## src/rtl/cpg_pkg.sv

```systemverilog
// Package with the shared types and constants of the circle pixel generator.
package cpg_pkg;

  localparam int RADIUS_BITS = 10;
  localparam int COORD_W = 16;
  localparam int STEP_W = RADIUS_BITS + 1;
  localparam int COLOR_W = 24;
  localparam int DEC_W = 14;
  localparam int DX_W = 12;
  localparam int DY_W = 13;

  localparam logic [COORD_W-1:0] LONG_SIDE_LAST = 16'd319;
  localparam logic [COORD_W-1:0] SHORT_SIDE_LAST = 16'd239;

  localparam logic KIND_START = 1'b0;
  localparam logic KIND_TICK = 1'b1;

  localparam logic REG_ORIENT = 1'b0;
  localparam logic REG_FORMAT = 1'b1;

  localparam int QUEUE_DEPTH = 2;

  typedef enum logic [1:0] {
    ORIENT_LAND = 2'd0,
    ORIENT_LAND_REV = 2'd1,
    ORIENT_PORT = 2'd2,
    ORIENT_PORT_REV = 2'd3
  } orient_t;

  typedef enum logic {
    FMT_RGB565 = 1'b0,
    FMT_RGB666 = 1'b1
  } fmt_t;

  typedef struct packed {
    orient_t orientation;
    fmt_t color_format;
  } cfg_t;

  typedef struct packed {
    logic tick;
    logic [COORD_W-1:0] cx;
    logic [COORD_W-1:0] cy;
    logic [STEP_W-1:0] ux;
    logic [STEP_W-1:0] uy;
    logic [COLOR_W-1:0] color;
    logic done;
  } job_t;

endpackage

```

## src/rtl/cpg_if.sv

```systemverilog
// Handshake interfaces for the command channel and the pixel channel.
interface cpg_cmd_if;
  logic valid;
  logic ready;
  logic kind;
  logic [15:0] center_x;
  logic [15:0] center_y;
  logic [9:0] radius;
  logic [23:0] color;

  modport source(output valid, kind, center_x, center_y, radius, color, input ready);
  modport sink(input valid, kind, center_x, center_y, radius, color, output ready);
endinterface

interface cpg_pix_if;
  logic valid;
  logic ready;
  logic [15:0] h_addr;
  logic [15:0] v_addr;
  logic [15:0] word_first;
  logic [15:0] word_second;
  logic last;
  logic done_res;

  modport source(output valid, h_addr, v_addr, word_first, word_second, last, done_res,
                 input ready);
  modport sink(input valid, h_addr, v_addr, word_first, word_second, last, done_res,
               output ready);
endinterface

```

## src/rtl/cpg_front.sv

```systemverilog
// Command front end: holds the midpoint circle state, queues a job per start and step.
module cpg_front
  import cpg_pkg::*;
(
  input  logic       clk,
  input  logic       rst,
  cpg_cmd_if.sink    cmd,
  input  logic       q_ready,
  output logic       push,
  output job_t       push_job
);

  logic [COORD_W-1:0] center_col;
  logic [COORD_W-1:0] center_row;
  logic [COLOR_W-1:0] draw_color;
  logic [STEP_W-1:0] step_x;
  logic [STEP_W-1:0] step_y;
  logic signed [DEC_W-1:0] decision;
  logic [DX_W-1:0] delta_x;
  logic signed [DY_W-1:0] delta_y;
  logic active;

  logic accept;
  logic tick_go;
  logic [STEP_W-1:0] r_ext;
  logic [STEP_W-1:0] x_next;
  logic [STEP_W-1:0] y_next;
  logic [DX_W-1:0] dx_next;
  logic signed [DY_W-1:0] dy_next;
  logic signed [DEC_W-1:0] dec_mid;
  logic signed [DEC_W-1:0] dec_next;
  logic step_done;
  logic start_done;

  assign cmd.ready = q_ready;
  assign accept = cmd.valid && q_ready;
  assign tick_go = active && (step_x < step_y);
  assign r_ext = {1'b0, cmd.radius[RADIUS_BITS-1:0]};
  assign start_done = (cmd.radius[RADIUS_BITS-1:0] == '0);

  always_comb begin
    y_next = step_y;
    dy_next = delta_y;
    dec_mid = decision;
    if (!decision[DEC_W-1]) begin
      y_next = step_y - 1'b1;
      dy_next = delta_y + DY_W'(2);
      dec_mid = decision + {{(DEC_W-DY_W){dy_next[DY_W-1]}}, dy_next};
    end
    x_next = step_x + 1'b1;
    dx_next = delta_x + DX_W'(2);
    dec_next = dec_mid + $signed({{(DEC_W-DX_W){1'b0}}, dx_next}) + DEC_W'(1);
  end

  assign step_done = (x_next >= y_next);

  always_comb begin
    push = 1'b0;
    push_job.tick = KIND_TICK;
    push_job.cx = center_col;
    push_job.cy = center_row;
    push_job.ux = x_next;
    push_job.uy = y_next;
    push_job.color = draw_color;
    push_job.done = step_done;
    if (accept) begin
      if (cmd.kind == KIND_START) begin
        push = 1'b1;
        push_job.tick = KIND_START;
        push_job.cx = cmd.center_x;
        push_job.cy = cmd.center_y;
        push_job.ux = '0;
        push_job.uy = r_ext;
        push_job.color = cmd.color;
        push_job.done = start_done;
      end else begin
        push = tick_go;
      end
    end
  end

  always_ff @(posedge clk) begin
    if (rst) begin
      center_col <= '0;
      center_row <= '0;
      draw_color <= '0;
      step_x <= '0;
      step_y <= '0;
      decision <= '0;
      delta_x <= '0;
      delta_y <= '0;
      active <= 1'b0;
    end else if (accept) begin
      if (cmd.kind == KIND_START) begin
        center_col <= cmd.center_x;
        center_row <= cmd.center_y;
        draw_color <= cmd.color;
        step_x <= '0;
        step_y <= r_ext;
        decision <= DEC_W'(1) - $signed({{(DEC_W-STEP_W){1'b0}}, r_ext});
        delta_x <= '0;
        delta_y <= -$signed({{(DY_W-STEP_W-1){1'b0}}, r_ext, 1'b0});
        active <= !start_done;
      end else if (tick_go) begin
        step_x <= x_next;
        step_y <= y_next;
        decision <= dec_next;
        delta_x <= dx_next;
        delta_y <= dy_next;
        active <= !step_done;
      end
    end
  end

`ifndef SYNTHESIS
  a_active_order: assert property (@(posedge clk) disable iff (rst)
    active |-> (step_x < step_y))
    else $error("active circle with x not below y");
`endif

endmodule

```

## src/rtl/cpg_queue.sv

```systemverilog
// Two-entry job queue between the front end and the point generator.
module cpg_queue
  import cpg_pkg::*;
(
  input  logic clk,
  input  logic rst,
  input  logic push,
  input  job_t push_job,
  output logic q_ready,
  input  logic pop,
  output logic head_valid,
  output job_t head
);

  localparam int PTR_W = $clog2(QUEUE_DEPTH);
  localparam int CNT_W = $clog2(QUEUE_DEPTH + 1);

  job_t mem [QUEUE_DEPTH];
  logic [PTR_W-1:0] wr_ptr;
  logic [PTR_W-1:0] rd_ptr;
  logic [CNT_W-1:0] count;

  assign q_ready = (count != CNT_W'(QUEUE_DEPTH));
  assign head_valid = (count != '0);
  assign head = mem[rd_ptr];

  always_ff @(posedge clk) begin
    if (push) begin
      mem[wr_ptr] <= push_job;
    end
  end

  always_ff @(posedge clk) begin
    if (rst) begin
      wr_ptr <= '0;
      rd_ptr <= '0;
      count <= '0;
    end else begin
      if (push) begin
        wr_ptr <= wr_ptr + 1'b1;
      end
      if (pop) begin
        rd_ptr <= rd_ptr + 1'b1;
      end
      count <= count + CNT_W'(push) - CNT_W'(pop);
    end
  end

`ifndef SYNTHESIS
  a_no_overflow: assert property (@(posedge clk) disable iff (rst)
    !(push && !q_ready))
    else $error("job pushed into a full queue");
  a_no_underflow: assert property (@(posedge clk) disable iff (rst)
    !(pop && !head_valid))
    else $error("job popped from an empty queue");
`endif

endmodule

```

## src/rtl/cpg_back.sv

```systemverilog
// Point generator: walks each queued job, maps points to panel addresses and packs the color.
module cpg_back
  import cpg_pkg::*;
(
  input  logic       clk,
  input  logic       rst,
  input  cfg_t       cfg,
  input  logic       head_valid,
  input  job_t       head,
  output logic       pop,
  cpg_pix_if.source  pix
);

  logic [2:0] cnt;
  logic [2:0] pidx;
  logic load;
  logic last_pt;
  logic out_valid;
  logic [COORD_W-1:0] a_ext;
  logic [COORD_W-1:0] b_ext;
  logic [COORD_W-1:0] px;
  logic [COORD_W-1:0] py;
  logic [COORD_W-1:0] h_next;
  logic [COORD_W-1:0] v_next;
  logic [15:0] w1_next;
  logic [15:0] w2_next;
  logic [COLOR_W-1:0] c;

  assign load = head_valid && (!out_valid || pix.ready);
  assign last_pt = head.tick ? (cnt == 3'd7) : (cnt == 3'd3);
  assign pop = load && last_pt;

  // Start jobs emit the tick points 0, 2, 4 and 5, which are the four axis points.
  assign pidx = head.tick ? cnt : {cnt[1], !cnt[1] && cnt[0], cnt[1] && cnt[0]};

  assign a_ext = pidx[2] ? {{(COORD_W-STEP_W){1'b0}}, head.uy}
                         : {{(COORD_W-STEP_W){1'b0}}, head.ux};
  assign b_ext = pidx[2] ? {{(COORD_W-STEP_W){1'b0}}, head.ux}
                         : {{(COORD_W-STEP_W){1'b0}}, head.uy};
  assign px = pidx[0] ? head.cx - a_ext : head.cx + a_ext;
  assign py = pidx[1] ? head.cy - b_ext : head.cy + b_ext;

  always_comb begin
    case (cfg.orientation)
      ORIENT_LAND: begin
        h_next = py;
        v_next = LONG_SIDE_LAST - px;
      end
      ORIENT_LAND_REV: begin
        h_next = SHORT_SIDE_LAST - py;
        v_next = px;
      end
      ORIENT_PORT: begin
        h_next = px;
        v_next = py;
      end
      default: begin
        h_next = SHORT_SIDE_LAST - px;
        v_next = LONG_SIDE_LAST - py;
      end
    endcase
  end

  assign c = head.color;

  always_comb begin
    case (cfg.color_format)
      FMT_RGB666: begin
        w1_next = {14'd0, c[23:22]};
        w2_next = {c[21:18], c[15:10], c[7:2]};
      end
      default: begin
        w1_next = {c[23:19], c[15:10], c[7:3]};
        w2_next = '0;
      end
    endcase
  end

  always_ff @(posedge clk) begin
    if (rst) begin
      cnt <= '0;
      out_valid <= 1'b0;
    end else begin
      if (load) begin
        cnt <= last_pt ? 3'd0 : cnt + 3'd1;
        out_valid <= 1'b1;
      end else if (pix.ready) begin
        out_valid <= 1'b0;
      end
    end
  end

  always_ff @(posedge clk) begin
    if (load) begin
      pix.h_addr <= h_next;
      pix.v_addr <= v_next;
      pix.word_first <= w1_next;
      pix.word_second <= w2_next;
      pix.last <= last_pt;
      pix.done_res <= head.done;
    end
  end

  assign pix.valid = out_valid;

`ifndef SYNTHESIS
  a_start_count: assert property (@(posedge clk) disable iff (rst)
    (head_valid && (head.tick == KIND_START)) |-> !cnt[2])
    else $error("start job walked past its fourth point");
`endif

endmodule

```

## src/rtl/circle_pixel_generator.sv

```systemverilog
// Top level of the midpoint circle pixel generator.
// A command's first point goes through the job queue and then the output register.
// A start command yields four points and a drawing step eight, one point per cycle from
// the single point generator while pix.ready holds; a step past the end queues no job.
// Commands are taken back to back while a two-entry job queue has room.
// Synchronous reset clears the configuration, the circle state, the queue and the output.
module circle_pixel_generator
  import cpg_pkg::*;
(
  input  logic       clk,
  input  logic       rst,
  input  logic       cfg_we,
  input  logic       cfg_index,
  input  logic [1:0] cfg_data,
  cpg_cmd_if.sink    cmd,
  cpg_pix_if.source  pix
);

  cfg_t cfg;
  logic push;
  job_t push_job;
  logic q_ready;
  logic pop;
  logic head_valid;
  job_t head;

  always_ff @(posedge clk) begin
    if (rst) begin
      cfg.orientation <= ORIENT_LAND;
      cfg.color_format <= FMT_RGB565;
    end else if (cfg_we) begin
      case (cfg_index)
        REG_ORIENT: cfg.orientation <= orient_t'(cfg_data);
        REG_FORMAT: cfg.color_format <= fmt_t'(cfg_data[0]);
        default: cfg <= cfg;
      endcase
    end
  end

  cpg_front u_front (
    .clk(clk),
    .rst(rst),
    .cmd(cmd),
    .q_ready(q_ready),
    .push(push),
    .push_job(push_job)
  );

  cpg_queue u_queue (
    .clk(clk),
    .rst(rst),
    .push(push),
    .push_job(push_job),
    .q_ready(q_ready),
    .pop(pop),
    .head_valid(head_valid),
    .head(head)
  );

  cpg_back u_back (
    .clk(clk),
    .rst(rst),
    .cfg(cfg),
    .head_valid(head_valid),
    .head(head),
    .pop(pop),
    .pix(pix)
  );

endmodule
```

## src/flat_wrapper.sv

```systemverilog
// flat-port wrapper written by rule: the top's interface ports become plain ports
module circle_pixel_generator_flat import cpg_pkg::*;
  (clk, rst, cfg_we, cfg_index, cfg_data, cmd_valid, cmd_kind, cmd_center_x, cmd_center_y, cmd_radius, cmd_color, cmd_ready, pix_valid, pix_h_addr, pix_v_addr, pix_word_first, pix_word_second, pix_last, pix_done_res, pix_ready);
  cpg_cmd_if cmd_i ();
  cpg_pix_if pix_i ();
  input  logic clk;
  input  logic rst;
  input  logic cfg_we;
  input  logic cfg_index;
  input  logic [1:0] cfg_data;
  input wire logic [$bits(cmd_i.valid)-1:0] cmd_valid;
  input wire logic [$bits(cmd_i.kind)-1:0] cmd_kind;
  input wire logic [$bits(cmd_i.center_x)-1:0] cmd_center_x;
  input wire logic [$bits(cmd_i.center_y)-1:0] cmd_center_y;
  input wire logic [$bits(cmd_i.radius)-1:0] cmd_radius;
  input wire logic [$bits(cmd_i.color)-1:0] cmd_color;
  output wire logic [$bits(cmd_i.ready)-1:0] cmd_ready;
  output wire logic [$bits(pix_i.valid)-1:0] pix_valid;
  output wire logic [$bits(pix_i.h_addr)-1:0] pix_h_addr;
  output wire logic [$bits(pix_i.v_addr)-1:0] pix_v_addr;
  output wire logic [$bits(pix_i.word_first)-1:0] pix_word_first;
  output wire logic [$bits(pix_i.word_second)-1:0] pix_word_second;
  output wire logic [$bits(pix_i.last)-1:0] pix_last;
  output wire logic [$bits(pix_i.done_res)-1:0] pix_done_res;
  input wire logic [$bits(pix_i.ready)-1:0] pix_ready;
  assign cmd_i.valid = cmd_valid;
  assign cmd_i.kind = cmd_kind;
  assign cmd_i.center_x = cmd_center_x;
  assign cmd_i.center_y = cmd_center_y;
  assign cmd_i.radius = cmd_radius;
  assign cmd_i.color = cmd_color;
  assign cmd_ready = cmd_i.ready;
  assign pix_valid = pix_i.valid;
  assign pix_h_addr = pix_i.h_addr;
  assign pix_v_addr = pix_i.v_addr;
  assign pix_word_first = pix_i.word_first;
  assign pix_word_second = pix_i.word_second;
  assign pix_last = pix_i.last;
  assign pix_done_res = pix_i.done_res;
  assign pix_i.ready = pix_ready;
  circle_pixel_generator u_core (.clk(clk), .rst(rst), .cfg_we(cfg_we), .cfg_index(cfg_index), .cfg_data(cfg_data), .cmd(cmd_i), .pix(pix_i));
endmodule
```

## config.mk

```make
export PLATFORM = sky130hd
export DESIGN_NAME = circle_pixel_generator_flat
export DESIGN_NICKNAME = d
export VERILOG_FILES = /design/src/rtl/cpg_pkg.sv /design/src/rtl/cpg_if.sv /design/src/rtl/cpg_front.sv /design/src/rtl/cpg_queue.sv /design/src/rtl/cpg_back.sv /design/src/rtl/circle_pixel_generator.sv /design/src/flat_wrapper.sv
export SDC_FILE = /design/constraint.sdc
export NUM_CORES = 1
export LEC_CHECK = 0
export BUFFER_PORTS_ARGS = -buffer_cell sky130_fd_sc_hd__clkbuf_2
export CELL_PAD_IN_SITES_DETAIL_PLACEMENT = 1
export CELL_PAD_IN_SITES_GLOBAL_PLACEMENT = 1
export CORE_MARGIN = 2
export CORE_UTILIZATION = 39
export CTS_BUF_LIST = sky130_fd_sc_hd__clkbuf_4 sky130_fd_sc_hd__clkbuf_8 sky130_fd_sc_hd__clkbuf_16
export DETAILED_ROUTE_END_ITERATION = 10
export PLACE_DENSITY_LB_ADDON = 0.1
export SLEW_MARGIN = 30
export SYNTH_ARGS = -nofsm -noshare
export SYNTH_HDL_FRONTEND = slang
export SYNTH_SLANG_ARGS = --single-unit
export TNS_END_PERCENT = 30
```

## constraint.sdc

```tcl
create_clock -name clk -period 9.1 [get_ports clk]
set_input_delay 0 -clock clk [delete_from_list [all_inputs] [get_ports clk]]
set_output_delay 0 -clock clk [all_outputs]
set_load 0.02 [all_outputs]
```

# Word-level counts from Yosys, hierarchy flattened
# Memories as Yosys holds them, arrays and structs flattened. A register that Yosys moved wholly into a read port is not among the register bits.
# Index checks and enable logic that the tools add are counted.
# word_totals
regBits	195
in_bits	75
out_inout_bits	68
n_memories	1
ram_bits	160
word_cells	112
# mem_list
name	words	width	rd	rd_ports_with_merged_regs	wr	line	rtl
u_core.u_queue.mem	2	80	1	1	1	cpg_queue.sv:18	job_t mem [QUEUE_DEPTH];
# op_classes
n_mux	35
reduce_logical	20
n_bitwise	2
eq_ne	7
n_addsub	22
n_lt_le_gt_ge	2
# op_table
op	count
80-bit two-way mux	2
16-bit case mux with 3 select lines	2
11-bit two-way mux	7
14-bit two-way mux	3
13-bit two-way mux	3
16-bit by 11-bit adder with 16-bit output	2
16-bit two-way mux	2
16-bit by 11-bit subtractor with 16-bit output	2
8-bit by 16-bit subtractor with 16-bit output, first input constant	2
9-bit by 16-bit subtractor with 16-bit output, first input constant	2
12-bit two-way mux	2
14-bit by 13-bit adder with 14-bit output	1
14-bit adder	1
14-bit by 2-bit adder with 14-bit output, second input constant	1
13-bit by 3-bit adder with 13-bit output, second input constant	1
11-bit negator with 13-bit output	1
12-bit by 2-bit adder with 12-bit output, second input constant	1
11-bit by 1-bit adder with 11-bit output, second input constant	1
11-bit greater-or-equal comparator	1
11-bit less-than comparator	1
1-bit two-way mux	11
1-bit by 10-bit subtractor with 11-bit output, first input constant	1
11-bit by 1-bit subtractor with 11-bit output, second input constant	1
10-bit zero test	1
other kinds (20)	36

# Longest topological paths before layout
# Gate-level depths: netlist of run 1.
# logic_depth
depth_word	8
mapped_depth	25
depth_no_buf	22

# By module
# From an unflattened synthesis of run 1, not the netlist that was laid out.
# hier_totals
cells_unflattened	2029
area_unflattened_um2	20601.0
# by_module_without_submodules
module	n_inst	cells_each	seq_area_each_um2	area_each_um2
cpg_front	1	1022	2322.2	7536.0
cpg_back	1	724	2062.0	6536.3
cpg_queue	1	270	4904.7	6393.6
circle_pixel_generator	1	13	60.1	135.1

# Worst setup path after synthesis of run 1
# Ideal clock, no wire load.
# synth_path
kind	reg2reg
start	register u_core.u_front.step_y[1]
end	memory u_core.u_queue.mem[0][0] (netlist name), enable pin
period_less_slack_ps	6212
n_path_buf	2
t_required_ps	8593
slack_ps	2888
arrival_time_ps	5705
path_stages_with_launch	14
setup_time_ps	507
path_cell_list	dfxtp_1 > inv_1 > ha_1 > a21o_1 > a21o_1 > a21o_1 > a21o_1 > a211o_1 > a211oi_1 > or2_2 > clkbuf_1 > clkinv_1 > clkbuf_1 > nor2_1
# synth_via
elab_chain_len	6
# synth_lines
element	line	rtl
start, declared	cpg_front.sv:17	logic [STEP_W-1:0] step_y;
start signal, assigned	cpg_front.sv:99	step_y <= r_ext;
start signal, assigned	cpg_front.sv:106	step_y <= y_next;
11-bit less-than comparator	cpg_front.sv:37	assign tick_go = active && (step_x < step_y);
1-bit logical AND	cpg_front.sv:37	
1-bit two-way mux	cpg_front.sv:67	if (cmd.kind == KIND_START) begin
1-bit two-way mux	cpg_front.sv:66	if (accept) begin
1-bit two-way mux	cpg_queue.sv:28	if (push) begin
1-bit two-way mux (implied by the code)	cpg_queue.sv:29	mem[wr_ptr] <= push_job;
end, declared	cpg_queue.sv:18	
# No other way between the ends.

==> impl_metrics.json, run 1 <==
{
  "status": "finished, final reports clean",
  "drt_first_iter_violations": 567,
  "synth-seq-cells": 336,
  "grt_pass1_vias": 15956,
  "yosys.area_share.simple": 0.156,
  "tightestPinTransition_ns": 0.956,
  "criticalPathCategory": "reg2reg",
  "setup_viol": 0,
  "yosys_warnings": 0,
  "synth_xor_area_frac": 0.0662,
  "wl_per_cell_um": 19.2,
  "period_needed_ns": 6.50,
  "finalHoldViolations": 0,
  "crit_chain": "buf_4 > nor3b_1 > o21bai_1 > mux2_4 > or4_4 > or4_1 > o21ai_0 > xor2_1 > ha_1 > nand3_1 > a21oi_1 > o41ai_1 > nand2_1 > mux2_2 > o211a_1 > o21ai_0 > o2111a_1 > o22ai_1",
  "synth_edf_count": 214,
  "mostFrequentLayoutCell": "nand2_1",
  "p_comb_frac": 0.321,
  "worst_path_max_delay_cell": "dfxtp_4",
  "avgViaCountPerCell": 5.36,
  "cp.arrival_ns": 6.77,
  "worstSkewPairLatency_ns": 0.58,
  "p_leak_uw": 0.00918,
  "yosysTopAreaCell": "edfxtp_1",
  "fin_ws_ns": 2.60,
  "async_flop_share": 0,
  "syn_area_um2": 18700,
  "grt_remaining_overflow": 0,
  "crit_required_ns": 9.37,
  "swShare": 0.343,
  "grt_max_degree": 83,
  "io_pins": 143,
  "seq_power_share": 0.366,
  "initial_core_util": 0.393,
  "worstSetupEndpointType": "flop",
  "syn_nets": 2084,
  "drive_gt1_frac": 0.133,
  "cts_tree": "built",
  "synth_compound_area_frac": 0.150,
  "core_area_um2": 47400,
  "utilization": 0.472,
  "dp_hpwl_mm": 37.3,
  "peakVddDrop_v": 0.000115,
  "postRouteAntennaNets": 0,
  "tns_ns": 0,
  "io_buffers": 136,
  "avgSynthCellArea_um2": 9.71,
  "stdcell_count": 2781,
  "grt_pass1_wl_mm": 85.8,
  "route.detailed.drc": 0,
  "most-common-layout-cells": "nand2_1, edfxtp_1, a21oi_1",
  "ys.flop_type": "edfxtp_1",
  "p_int_uw": 3390,
  "max_freq_mhz": 154,
  "synth_top_family_by_area": "simple AND/OR/NAND/NOR gates",
  "wl_mm": 53.3,
  "nets": 2297,
  "power.total_uw": 5160,
  "fin_crit_sh": 0.714,
  "synth_fa_ha_area_frac": 0.0595,
  "syn_inst": 1922,
  "grt_usage": 0.217,
  "drv_cap": 0,
  "antenna_found_initial": 0,
  "antenna_cells": 0,
  "die_y_um": 223,
  "dieWidth_um": 223,
  "final_max_slew_viol_count": 0,
  "dp.cells": 2601,
  "num_rows": 80,
  "powerDensity_nw_per_um2": 230,
  "yosys-top-cells-area": "edfxtp_1, dfxtp_1, nand2_1, ha_1, a21oi_1",
  "crit_path_max_fanout": 49,
  "clockBufferDepth": 3,
  "crit_path_frequent_cell": "o21ai_0",
  "place_ws_ns": 2.60,
  "vias": 14919,
  "ys_types": 75,
  "hold_path_class": "in2reg",
  "synth.area.mux_share": 0.0643,
  "syn_to_final_growth_pct": 20.0,
  "pwr-share-clk": 0.313,
  "start_kind": "flop",
  "clkTransAtPathRegs_ns": 0.06,
  "post_cts_resized": 0,
  "fin_skew_ns": 0.0315,
  "htreeDepth": 2,
  "synth_top_area_share": 0.344,
  "clock-root-buffer": "clkbuf_16",
  "critPathMaxStageDelay_ns": 0.83,
  "die_area_um2": 49600,
  "dr.pass1.iters": 4,
  "p_switching_uw": 1770,
  "place.gp.congestion": 0.829,
  "slew_headroom": 0.361,
  "cts.sinks": 336,
  "cts_inserted_buffers": 39,
  "ys_seq_area_frac": 0.475,
  "rsz0062_at_grt": "no",
  "post_cts_buffers": 0
}
## per-stage QoR
stage                     instance area (um2)  hold slack, ns
final                                   22400           0.173
after CTS                               22400           0.146
after detailed placement                20000           0.256
after global placement                  19900           0.247
after floorplan                         18700           0.139
after global routing                    22400           0.220
## flip-flops by register name, indices dropped and copies added (netlist names), 16 cells and up, named ones only
| register | flops |
|---|---|
| u_core.u_back.pix.v_addr | 16 |
| u_core.u_front.center_col | 16 |
| u_core.u_back.pix.word_second | 16 |
| u_core.u_front.draw_color | 18 |
| u_core.u_front.center_row | 16 |
| u_core.u_queue.mem | 148 |
| u_core.u_back.pix.h_addr | 16 |
| u_core.u_back.pix.word_first | 16 |
## layout make-up
cell class / count / area, um2
repair buffers: 263 / 1940
inverters: 50 / 188
flip-flops and latches: 336 / 8870
clock inverters: 16 / 195
fillers: 5296 / 25100
well taps: 615 / 769
clock buffers: 56 / 1150
multi-input cells: 1445 / 9280
## per-layer routing
layer / vias to the layer above / GRT usage / part of all wire
met3: 81 / 0.0315 / 0.024
met5: - / 0 / 0
met2: 150 / 0.400 / 0.51
met1: 7377 / 0.260 / 0.44
li1: 7311 / - / -
met4: 0 / 0.0667 / 0.027
## path summary, 6_finish.rpt
check / depth (start not counted) / end / slack (ns) / start
max: 18 / u_core.u_back.pix.v_addr[15] / 2.60 / flop
min: 4 / u_core.u_front.decision[9] / 0.17 / cmd_kind
max reg2reg: 18 / u_core.u_back.pix.v_addr[15] / 2.60 / flop
min reg2reg: 2 / u_core.u_front.step_y[4] / 0.46 / u_core.u_front.step_y[4]
## synthesized netlist by cell type, types with 6 or more instances
master and instances:
nand3_1 25, o211ai_1 18, buf_1 13, a21oi_1 176, xor2_1 62, inv_1 46
nor2b_1 39, mux2_2 35, ha_1 84, o31ai_1 10, o21ai_0 102, nand2b_1 19
and2_1 18, a21o_1 22, nor3_1 32, nor3b_1 8, nand2_1 285, o22ai_1 6
clkbuf_1 76, nand4_1 7, dfxtp_1 122, a31oi_1 10, or3_1 11, xnor2_1 79
edfxtp_1 214, a22oi_1 12, a211oi_1 37, o21a_1 17, and3_1 21, mux2i_1 71
nor2_1 161
## critical path: cells and delay by family, from the launching register on
kind | cells | cell delay [ns]
xor+xnor | 1 | 0.10
compound gates | 8 | 1.74
mux | 2 | 0.61
flops | 1 | 0.83
fa+ha+maj | 1 | 0.43
buf+inv | 1 | 0.67
simple gates | 5 | 1.80
## power by group through the flow
stage | sequential [uW] | combinational, uW | clock (uW)
finish | 1890 | 1660 | 1610
global route | 1900 | 1840 | 1720
CTS | 1890 | 1670 | 1660
detailed placement | 1920 | 1620 | 0
global placement | 1910 | 1570 | 0
floorplan | 1990 | 1070 | 0
## kinds of logic after synthesis
family,Yosys count
XOR/XNOR,141
adder cells (fa/ha/maj),87
AO/OA/AOI/OAI,458
flip-flops,336
multiplexers,111
buffers and inverters,141
AND/OR/NAND/NOR,648
## timing repair
action	CTS	global route
setup endpoints to repair	0	0
hold buffers	108	0
hold endpoints to repair	181	0
Power figures use the tool's default switching activity.
==> run 2: changes to the inputs <==
- clock period: 9.1 -> 6.31 ns (I/O delays scaled with it)
==> run 2 against run 1 <==
Against the previous run:
- combinational power up 45%
- register-to-register slack lost 2.1 ns
- sequential power is 44% higher
- design area is 0.65% higher
- power up 45%
==> impl_metrics.json, run 2 (synthesis results as in run 1) <==
{
  "status": "finished, final reports clean",
  "seq_power_share": 0.362,
  "finalHoldViolations": 0,
  "fillers": 5349,
  "cts.sinks": 336,
  "setup_viol": 0,
  "die_y_um": 223,
  "utilization": 0.475,
  "p_switching_uw": 2540,
  "postRouteAntennaNets": 0,
  "pwr-share-clk": 0.318,
  "swShare": 0.339,
  "dieWidth_um": 223,
  "p_int_uw": 4960,
  "initial_core_util": 0.393,
  "tns_ns": 0,
  "antenna_cells": 0,
  "tightestPinTransition_ns": 0.977,
  "htreeDepth": 2,
  "use_met1": 0.257,
  "io_buffers": 136,
  "largest_register": "u_core.u_queue.mem",
  "grt_pass1_vias": 15868,
  "period_needed_ns": 5.80,
  "drv_cap": 0,
  "antenna_found_initial": 0,
  "max_freq_mhz": 172,
  "mostFrequentLayoutCell": "nand2_1",
  "hold_ws_ns": 0.171,
  "crit_path_max_fanout": 20,
  "core_area_um2": 47400,
  "most-common-layout-cells": "nand2_1, edfxtp_1, a21oi_1",
  "worstSetupEndpointType": "flop",
  "drt_first_iter_violations": 568,
  "regArea_um2": 8870,
  "grt_pass1_wl_mm": 85.3,
  "nets": 2309,
  "wl_mm": 53.4,
  "route.detailed.drc": 0,
  "rsz0062_at_grt": "no",
  "grt_max_degree": 83,
  "top_usage_layer": "met2",
  "cts_inserted_buffers": 40,
  "criticalPathCategory": "reg2reg",
  "p_comb_frac": 0.320,
  "clockBufferDepth": 3,
  "post_cts_resized": 0,
  "use_met3": 0.0319,
  "die_area_um2": 49600,
  "num_rows": 80,
  "p_leak_uw": 0.00924,
  "syn_to_final_growth_pct": 20.7,
  "final_max_slew_viol_count": 0,
  "grt_usage": 0.215,
  "cts_tree": "built",
  "io_pins": 143,
  "dp_hpwl_mm": 37.2,
  "place.gp.congestion": 0.839,
  "fin_area_um2": 22500,
  "fin_crit_sh": 0.919,
  "start_kind": "flop",
  "worstSkewPairLatency_ns": 0.58,
  "top_regs": "u_core.u_queue.mem (148), u_core.u_front.draw_color (18)",
  "powerDensity_nw_per_um2": 333,
  "dr.pass1.iters": 7,
  "fin_skew_ns": 0.0231,
  "crit_required_ns": 6.59,
  "largest_reg_flops": 148,
  "grt_remaining_overflow": 0,
  "cp.arrival_ns": 6.08,
  "multi_input_area_um2": 9280,
  "clkTransAtPathRegs_ns": 0.06,
  "grt_use_met2": 0.402,
  "peakVddDrop_v": 0.000199,
  "slew_headroom": 0.347,
  "wl_per_cell_um": 19.1,
  "clock-root-buffer": "clkbuf_16",
  "post_cts_buffers": 0,
  "avgViaCountPerCell": 5.38,
  "hold_path_class": "in2reg",
  "placed_area_um2": 20000,
  "drive_gt1_frac": 0.137,
  "vias": 15019,
  "dp.cells": 2610,
  "stdcell_count": 2794
}
## run 2: cell count changes in the layout (fill, tap and decap cells not counted), sizes merged
| cell | previous run | this run |
|---|---|---|
| bufinv | 2 | 3 |
| clkbuf | 191 | 190 |
| clkinvlp | 1 | 6 |
| inv | 52 | 49 |
| buf | 20 | 31 |
## run 2: layout make-up
class	count	share of cell area
Multi-Input combinational cell	1445	0.412
Sequential cell	336	0.394
Timing Repair Buffer	274	0.0906
Clock buffer	55	0.0508
Tap cell	615	0.0341
Clock inverter	19	0.0105
Inverter	50	0.00833
## run 2: path summary, 6_finish.rpt
| path | start | endpoint | slack (ns) | cells after the start |
|---|---|---|---|---|
| worst max-delay path | flop | u_core.u_back.pix.v_addr[15] | 0.51 | 18 |
| worst min-delay path | cmd_kind | u_core.u_front.decision[2] | 0.17 | 4 |
| worst max register to register | flop | u_core.u_back.pix.v_addr[15] | 0.51 | 18 |
| worst min register to register | u_core.u_front.step_y[4] | u_core.u_front.step_y[4] | 0.46 | 2 |
## run 2: critical path, stage by stage, from the launching register on
cell and delay (ns):
dfxtp_4 0.40, buf_4 0.38, mux2i_1 0.41, o21ai_0 0.22, mux2_4 0.33, or4_4 0.50, or4_1 0.57, o21ai_0 0.26
xor2_1 0.10, ha_1 0.43, nand3_1 0.13, a21oi_1 0.09, o41ai_1 0.55, nand2_1 0.21, mux2_2 0.31, o211a_1 0.18
o21ai_0 0.14, o2111a_1 0.24, o22ai_1 0.08
## run 2: power groups by stage
stage	sequential [uW]	clock [uW]	combinational (uW)
after floorplan	2860	0	1540
after global placement	2750	0	2290
after detailed placement	2770	0	2350
after CTS	2720	2450	2410
after global routing	2740	2530	2660
final	2720	2380	2400
## run 2: repair_timing
item | 4_1_cts | 5_1_grt
endpoints found under the hold margin | 185 | 0
setup endpoints to repair | 0 | 0
hold buffers | 108 | 0
## run 2: layer usage
metal	vias to the layer above	wire length [um]
met5	-	0
met4	0	1100
li1	7331	-
met3	61	1500
met1	7449	22900
met2	178	27900
## run 2: metrics by stage
stage,worst slack [ns],power (uW)
global route,0.0145,7930
CTS,0.486,7580
global placement,0.600,5040
floorplan,0.0976,4410
finish,0.510,7500
detailed placement,0.497,5110
==> run 3: changes to the inputs <==
- RECOVER_POWER: default -> 25
- clock period: 6.31 -> 7.3 ns (I/O delays scaled with it)
==> run 3 against run 2 <==
Against the previous run:
- the run now ends with capacitance limit, slew limit left
- clock skew is 0.0050 ns lower
- core utilization shrank 0.54 points
- maximum frequency fell by 8.9%
- clock-buffer cell count is 2 lower
- first-iteration DRC count down 6.7%
- clock power fell by 17%
- final cell count is 0.36% lower
- global-route usage decreased by 0.10 points
- routed wire length decreased by 1.3%
- design area is 1.1% lower
- critical path type unchanged
- critical endpoint unchanged
==> impl_metrics.json, run 3 (synthesis results as in run 1) <==
{
  "grt_max_degree": 83,
  "slew_headroom": -1.80,
  "fin_crit_sh": 0.872,
  "wl_mm": 52.7,
  "antenna_found_initial": 1,
  "drt_first_iter_violations": 530,
  "postRouteAntennaNets": 0,
  "antenna_cells": 0,
  "setup_viol": 0,
  "violations": "capacitance limit, slew limit",
  "crit_required_ns": 7.59,
  "cp.arrival_ns": 6.65,
  "grt_pass1_wl_mm": 84.8,
  "status": "finished, violations left",
  "final_max_slew_viol_count": 195,
  "start_kind": "flop",
  "grt_remaining_overflow": 0,
  "clockBufferDepth": 3,
  "avgViaCountPerCell": 5.35,
  "cts_inserted_buffers": 40,
  "route.detailed.drc": 0,
  "top_regs": "u_core.u_queue.mem (148), u_core.u_front.draw_color (18)",
  "most-common-layout-cells": "nand2_1, edfxtp_1, a21oi_1",
  "place_ws_ns": 1.08,
  "die_area_um2": 49600,
  "finalHoldViolations": 0,
  "crit_path_max_fanout": 20,
  "die_y_um": 223,
  "peakVddDrop_v": 0.000157,
  "worstSkewPairLatency_ns": 0.58,
  "largest_reg_flops": 148,
  "cts_tree": "built",
  "placed_area_um2": 20000,
  "tightestPinTransition_ns": 4.20,
  "place.gp.congestion": 0.852,
  "dp.cells": 2604,
  "fin_ws_ns": 0.935,
  "worstSetupEndpointType": "flop",
  "mostFrequentLayoutCell": "nand2_1",
  "dp_hpwl_mm": 37.0,
  "num_rows": 80,
  "largest_register": "u_core.u_queue.mem",
  "max_freq_mhz": 157,
  "initial_core_util": 0.393,
  "utilization": 0.470,
  "powerDensity_nw_per_um2": 286,
  "io_pins": 143,
  "fillers": 5419,
  "syn_to_final_growth_pct": 19.4,
  "cts.sinks": 336,
  "post_cts_resized": 0,
  "tns_ns": 0,
  "stdcell_count": 2784,
  "criticalPathCategory": "reg2reg",
  "grt_usage": 0.214,
  "wl_per_cell_um": 18.9,
  "period_needed_ns": 6.36,
  "dr.pass1.iters": 5,
  "p_leak_uw": 0.00896,
  "io_buffers": 136,
  "drive_gt1_frac": 0.0982,
  "drv_cap": 3,
  "vias": 14889,
  "dieWidth_um": 223,
  "fin_skew_ns": 0.0181,
  "clkTransAtPathRegs_ns": 0.06,
  "htreeDepth": 2,
  "core_area_um2": 47400,
  "nets": 2302,
  "rsz0062_at_grt": "no",
  "clock-root-buffer": "clkbuf_16",
  "hold_path_class": "in2reg",
  "grt_pass1_vias": 15805,
  "fin_area_um2": 22300
}
-- run 3: report_power, final --
part,switching (uW),internal (uW)
clock network,827,1150
logic,1280,745
registers,74.1,2290
-- run 3: worst max-delay path: stages, from the launching register on --
cell and delay, ns:
dfxtp_4 0.51, mux2i_1 0.61, mux2i_2 0.51, buf_4 0.33, mux2i_1 0.27, inv_1 0.11
o41a_1 0.50, a21o_1 0.23, nand2b_1 0.16, xnor2_1 0.13, ha_1 0.37, and2_1 0.23
a22o_1 0.22, a311o_1 0.33, a21oi_1 0.18, xor2_1 0.48, mux2_2 0.25, o211a_1 0.22
o21ai_0 0.14, a211oi_1 0.19, o22ai_1 0.10
-- run 3: stage by stage --
stage / power (uW) / hold WS (ns)
6_report: 6370 / 0.141
5_1_grt: 6750 / 0.215
4_1_cts: 6450 / 0.111
3_5_place_dp: 4400 / 0.255
3_3_place_gp: 4330 / 0.245
2_1_floorplan: 3810 / 0.139
-- run 3: timing repair --
item | 4_1_cts | 5_1_grt
hold endpoints to repair | 184 | 0
endpoints found under the setup margin | 0 | 0
buffers inserted | 0 | 0
hold buffers | 108 | 0
-- run 3: final timing paths --
path | startpoint | slack (ns) | cells past startpoint | endpoint
min reg2reg | u_core.u_front.step_y[4] | 0.46 | 2 | u_core.u_front.step_y[4]
max | flop | 0.94 | 20 | u_core.u_back.pix.v_addr[15]
min | cmd_kind | 0.14 | 4 | u_core.u_front.decision[9]
max reg2reg | flop | 0.94 | 20 | u_core.u_back.pix.v_addr[15]
-- run 3: cell type report --
class                           instances  area, um2  share of cell area
Tap cell                              615        769              0.0345
Multi-Input combinational cell       1445       9270               0.416
Clock buffer                           53       1110              0.0499
Clock inverter                         18        194             0.00870
Inverter                               50        188             0.00842
Sequential cell                       336       8870               0.398
Timing Repair Buffer                  267       1880              0.0842
-- run 3: layer usage --
metal	share of wire	routed length (um)	GRT usage	up-vias
li1	-	-	-	7309
met1	0.44	22900	0.255	7328
met2	0.52	27200	0.401	176
met3	0.029	1540	0.0331	74
met4	0.020	1060	0.0543	2
met5	0.00015	8	0	-
